===== src/rtl/iiat_ram.sv =====
// ----------------------------------------------------------------------------
// Generic single-clock RAM
// One write port and one read port; read data is registered.
// ----------------------------------------------------------------------------
module iiat_ram #(
	parameter int WIDTH = 8,
	parameter int DEPTH = 256
) (
	input  logic                     clk,
	input  logic                     wr_en,
	input  logic [$clog2(DEPTH)-1:0] wr_addr,
	input  logic [WIDTH-1:0]         wr_data,
	input  logic                     rd_en,
	input  logic [$clog2(DEPTH)-1:0] rd_addr,
	output logic [WIDTH-1:0]         rd_data
);

	logic [WIDTH-1:0] mem [DEPTH];

	always_ff @(posedge clk) begin
		if (wr_en) begin
			mem[wr_addr] <= wr_data;
		end
		if (rd_en) begin
			rd_data <= mem[rd_addr];
		end
	end

endmodule


===== config.mk =====
export PLATFORM = sky130hd
export DESIGN_NAME = iiat_ram
export DESIGN_NICKNAME = d
export VERILOG_FILES = /design/src/rtl/iiat_ram.sv
export SDC_FILE = /design/constraint.sdc
export NUM_CORES = 2
export LEC_CHECK = 0
export BUFFER_PORTS_ARGS = -buffer_cell sky130_fd_sc_hd__buf_4
export CORE_MARGIN = 5
export CORE_UTILIZATION = 55
export DETAILED_ROUTE_END_ITERATION = 6
export HOLD_SLACK_MARGIN = 0.12
export PLACE_DENSITY = 0.78
export SYNTH_ARGS = -nofsm -noshare
export SYNTH_HDL_FRONTEND = slang
export SYNTH_SLANG_ARGS = --single-unit

===== constraint.sdc =====
create_clock -name clk -period 4.8 [get_ports clk]
set_clock_uncertainty 0.1 [all_clocks]
set_input_delay 0.96 -clock clk [delete_from_list [all_inputs] [get_ports clk]]
set_output_delay 0.96 -clock clk [all_outputs]
set_load 0.05 [all_outputs]

# Yosys cells after proc, flatten, opt, wreduce, memory -nomap -nowiden
# Memories as Yosys holds them, arrays and structs flattened. A register that Yosys moved wholly into a read port is not among the register bits.
# Cells that the tools add are included.
# word_totals
regBits	0
n_memories	1
elab_cells	3
out_inout_bits	8
latch_bits	0
ram_bits	2048
input_bits	27
rom_bits	0
# memory_table
name	depth	word_bits	read_ports	rd_ports_with_merged_regs	write_ports	line	text
mem	256	8	1	1	1	18	logic [WIDTH-1:0] mem [DEPTH];
# classes
add_sub_neg	0
n_bitwise	0
n_eq_ne	0
n_shift	0
mul	0
n_reduce_logical	0
n_div	0
mux	2
order_cmp	0
# op_table
op	n
$mux 1	2

# Logic depth before layout (Yosys ltp)
# logic_depth
word_depth	2
mapped_depth	11
mapped_depth_nobuf	6

# Worst setup path before layout
# OpenSTA, ideal clock, no wires.
# synth_timing
path_type	in2reg
from	input rd_addr[0]
to	register rd_data[2] (read register of mem) (data pin)
slack_ns	1.664
arrival_ns	2.767
n_path_buf	4
cell_stages	9
t_required_ns	4.431
setup_time_ns	0.269
cell_sequence	buf_6 > buf_12 > buf_8 > buf_2 > mux4_2 > a22oi_1 > a21oi_1 > nor4_1 > nor4_2
# synth_lines
element	line	text
start, declared	14	input logic [$clog2(DEPTH)-1:0] rd_addr,
end, declared	15	output logic [WIDTH-1:0] rd_data

==> impl_metrics.ini <==
[run_status]
status = finished, violations left
violations = DRC

[cts]
path_clk_slew_ns = 0.07
hold_buffers = 0
post_cts_buffers = 0
htree_levels = 4
post_cts_resized = 0
clock_latency_ns = 0.86
cts_buffer_depth = 3
cts_root_buf = clkbuf_16
cts_buffers = 194
cts_num_sinks = 2056
cts_tree = built

[synthesis]
yosys.area_share.xor_xnor_pct = 0
netlist_area_um2 = 79640
yosysMostFrequentCell = edfxtp_1
async_reset_ff_share_pct = 0
syn_nets = 3760
syn_avg_cell_area_um2 = 21.33
synthCells = 3733
synthMuxAreaShare_pct = 14.60
yosysTopAreaCell = edfxtp_1
ys_ff_latch = 2056
synth_top_family_by_area = multiplexers
synth_warnings = 0
synth_ff_type = edfxtp_1
yosysTopAreaCellShare_pct = 77.53
synth_cell_types = 54
synth-compound-area-share_pct = 3.416
synth_commonest_cells = edfxtp_1, mux4_2, nor2_1
synthAdderAreaFrac_pct = 0
yosysSeqAreaShare_pct = 77.53
synth-edff-count = 2056
synth.area.top_cells = edfxtp_1, mux4_2, mux2i_1
yosys.area_share.simple_pct = 2.625

[worst_setup_path]
path_max_fanout = 24
slowest_stage = nor4_1
cp_cell_sequence = buf_4 > buf_4 > buf_4 > mux4_2 > nor2b_1 > a211oi_1 > nor3_1 > nor4_1 > buf_4 > nor4_2
r2r_slack_ns = 1.58
cpPeakStageDelay_ns = 0.82
critPathRequiredTime_ns = 5.21
worst_path_most_repeated_cell = buf_4
critPathTopFamily = buffers and inverters
crit_path_start_kind = input port
cp_num_buf_inv = 4
path_class = input port to flip-flop
arrival_ns = 4.30
end_kind = flip-flop

[sta]
setup_viol = 0
final.setup.tns_ns = 0
whs_ns = 0.3647
period_minus_slack_ns = 3.889
max_freq_mhz = 257.1
finalCritPeriodShare_pct = 81.03
rsz0062_at_grt = no
tightestPinTransition_ns = 1.448
hold_violations = 0
maxSlewViolCount = 0
relSlewSlack_pct = 2.585

[drt]
drt-initial-drc-count = 6811
num_vias = 41110
via_per_inst = 6.854
ant_nets = 0
wl_per_cell_um = 33.46
wirelength_um = 200700
drcViolationCount = 4
dr.pass1.iters = 7

[power]
power.leakage_nw = 27.55
clkPwrFrac_pct = 40.5
intPower_w = 0.02862
p_seq_share_pct = 54.4
power_frac_comb_pct = 5.1
switchingPower_w = 0.007828
power_density_nw_per_um2 = 410.0
p_sw_share_pct = 21.48
ir_drop_mv = 0.5464

[floorplanning]
core_region_area_um2 = 143800
die_h_um = 390.5
initial_core_util_pct = 55.37
ios = 35
rows = 139
die_w_um = 390.5
die_area_um2 = 152500

[final_layout]
layout-drive-gt1-share_pct = 23.65
nFillCells = 9179
area_delta_synth_final_pct = 11.61
nets = 3960

[grt]
use_met1_pct = 35.90
met3_usage_pct = 7.334
grt_max_degree = 160
overflow = 0
met2_usage_pct = 41.17
grt_usage_pct = 26.39
antenna_found_initial = 12
grt_pass1_wl_um = 290600
first_global_vias = 41380
top_usage_layer = met2

[placement]
gp_congestion = 0.9017
dpl.hpwl_um = 118200
portBuffers = 34

[flow_run]
cap_violations = 0

[hold_path]
min_path_type = input port to flip-flop
## cell usage in the layout, fill, tap and decap left out, drive strengths merged, types with 33 or more instances in the layout
master and count:
a21oi 96, o221ai 47, nor2 282, mux4 456, edfxtp 2056, nand3 34
clkbuf 255, a22oi 133, clkinv 83, mux2i 134, buf 230, nand2 33
## worst paths after layout
kind                                   from    endpoint  depth (start not counted)
worst max-delay path             rd_addr[2]  rd_data[0]                         10
worst max register to register  mem[101][0]  rd_data[0]                          7
worst min register to register   mem[32][5]  rd_data[5]                          6
worst min-delay path                  rd_en  rd_data[4]                          1
## layer usage
layer | up-vias | part of all wire [%]
met5 | - | 0.022
met4 | 8 | 4.8
met3 | 610 | 13
met2 | 3168 | 48
met1 | 21240 | 35
li1 | 16090 | -
## layout make-up
cell class              instances  area (um2)  area share [%]
repair buffers                237        2208           2.485
diodes                         10       25.02         0.02815
multi-input cells            1442       16480           18.54
clock inverters               100       862.1          0.9699
clock buffers                 248        5185           5.833
well taps                    1903        2381           2.679
inverters                       2       7.507        0.008446
flip-flops and latches       2056       61740           69.46
## flip-flops by register name, indices dropped and copies added, names as in the netlist
signal   count
mem       2048
rd_data      8
## stage by stage
stage               power [W]  setup slack [ns]  cells  area, um2  utilization (%)
floorplan             0.02119             1.664   3733      79640                -
detailed placement    0.02201           0.06473   5640      82810            57.57
global route          0.03742            0.7878   5988      88860            61.78
finish                0.03645            0.9107   5998      88890            61.80
CTS                   0.03652            0.9671   5988      88850            61.78
global placement      0.02197            0.1280   5640      82810            57.57
## power groups by stage
stage / combinational [W] / sequential [W] / clock, W
finish: 0.00185 / 0.0198 / 0.0148
global route: 0.00192 / 0.0198 / 0.0157
global placement: 0.00176 / 0.0202 / 0
floorplan: 0.000962 / 0.0202 / 0
detailed placement: 0.00180 / 0.0202 / 0
CTS: 0.00182 / 0.0198 / 0.0149
## cells by family after synthesis
logic type	after synthesis
buffers and inverters	235
flip-flops	2056
AND/OR/NAND/NOR	466
AO/OA/AOI/OAI	385
multiplexers	591
Power figures use the tool's default switching activity.
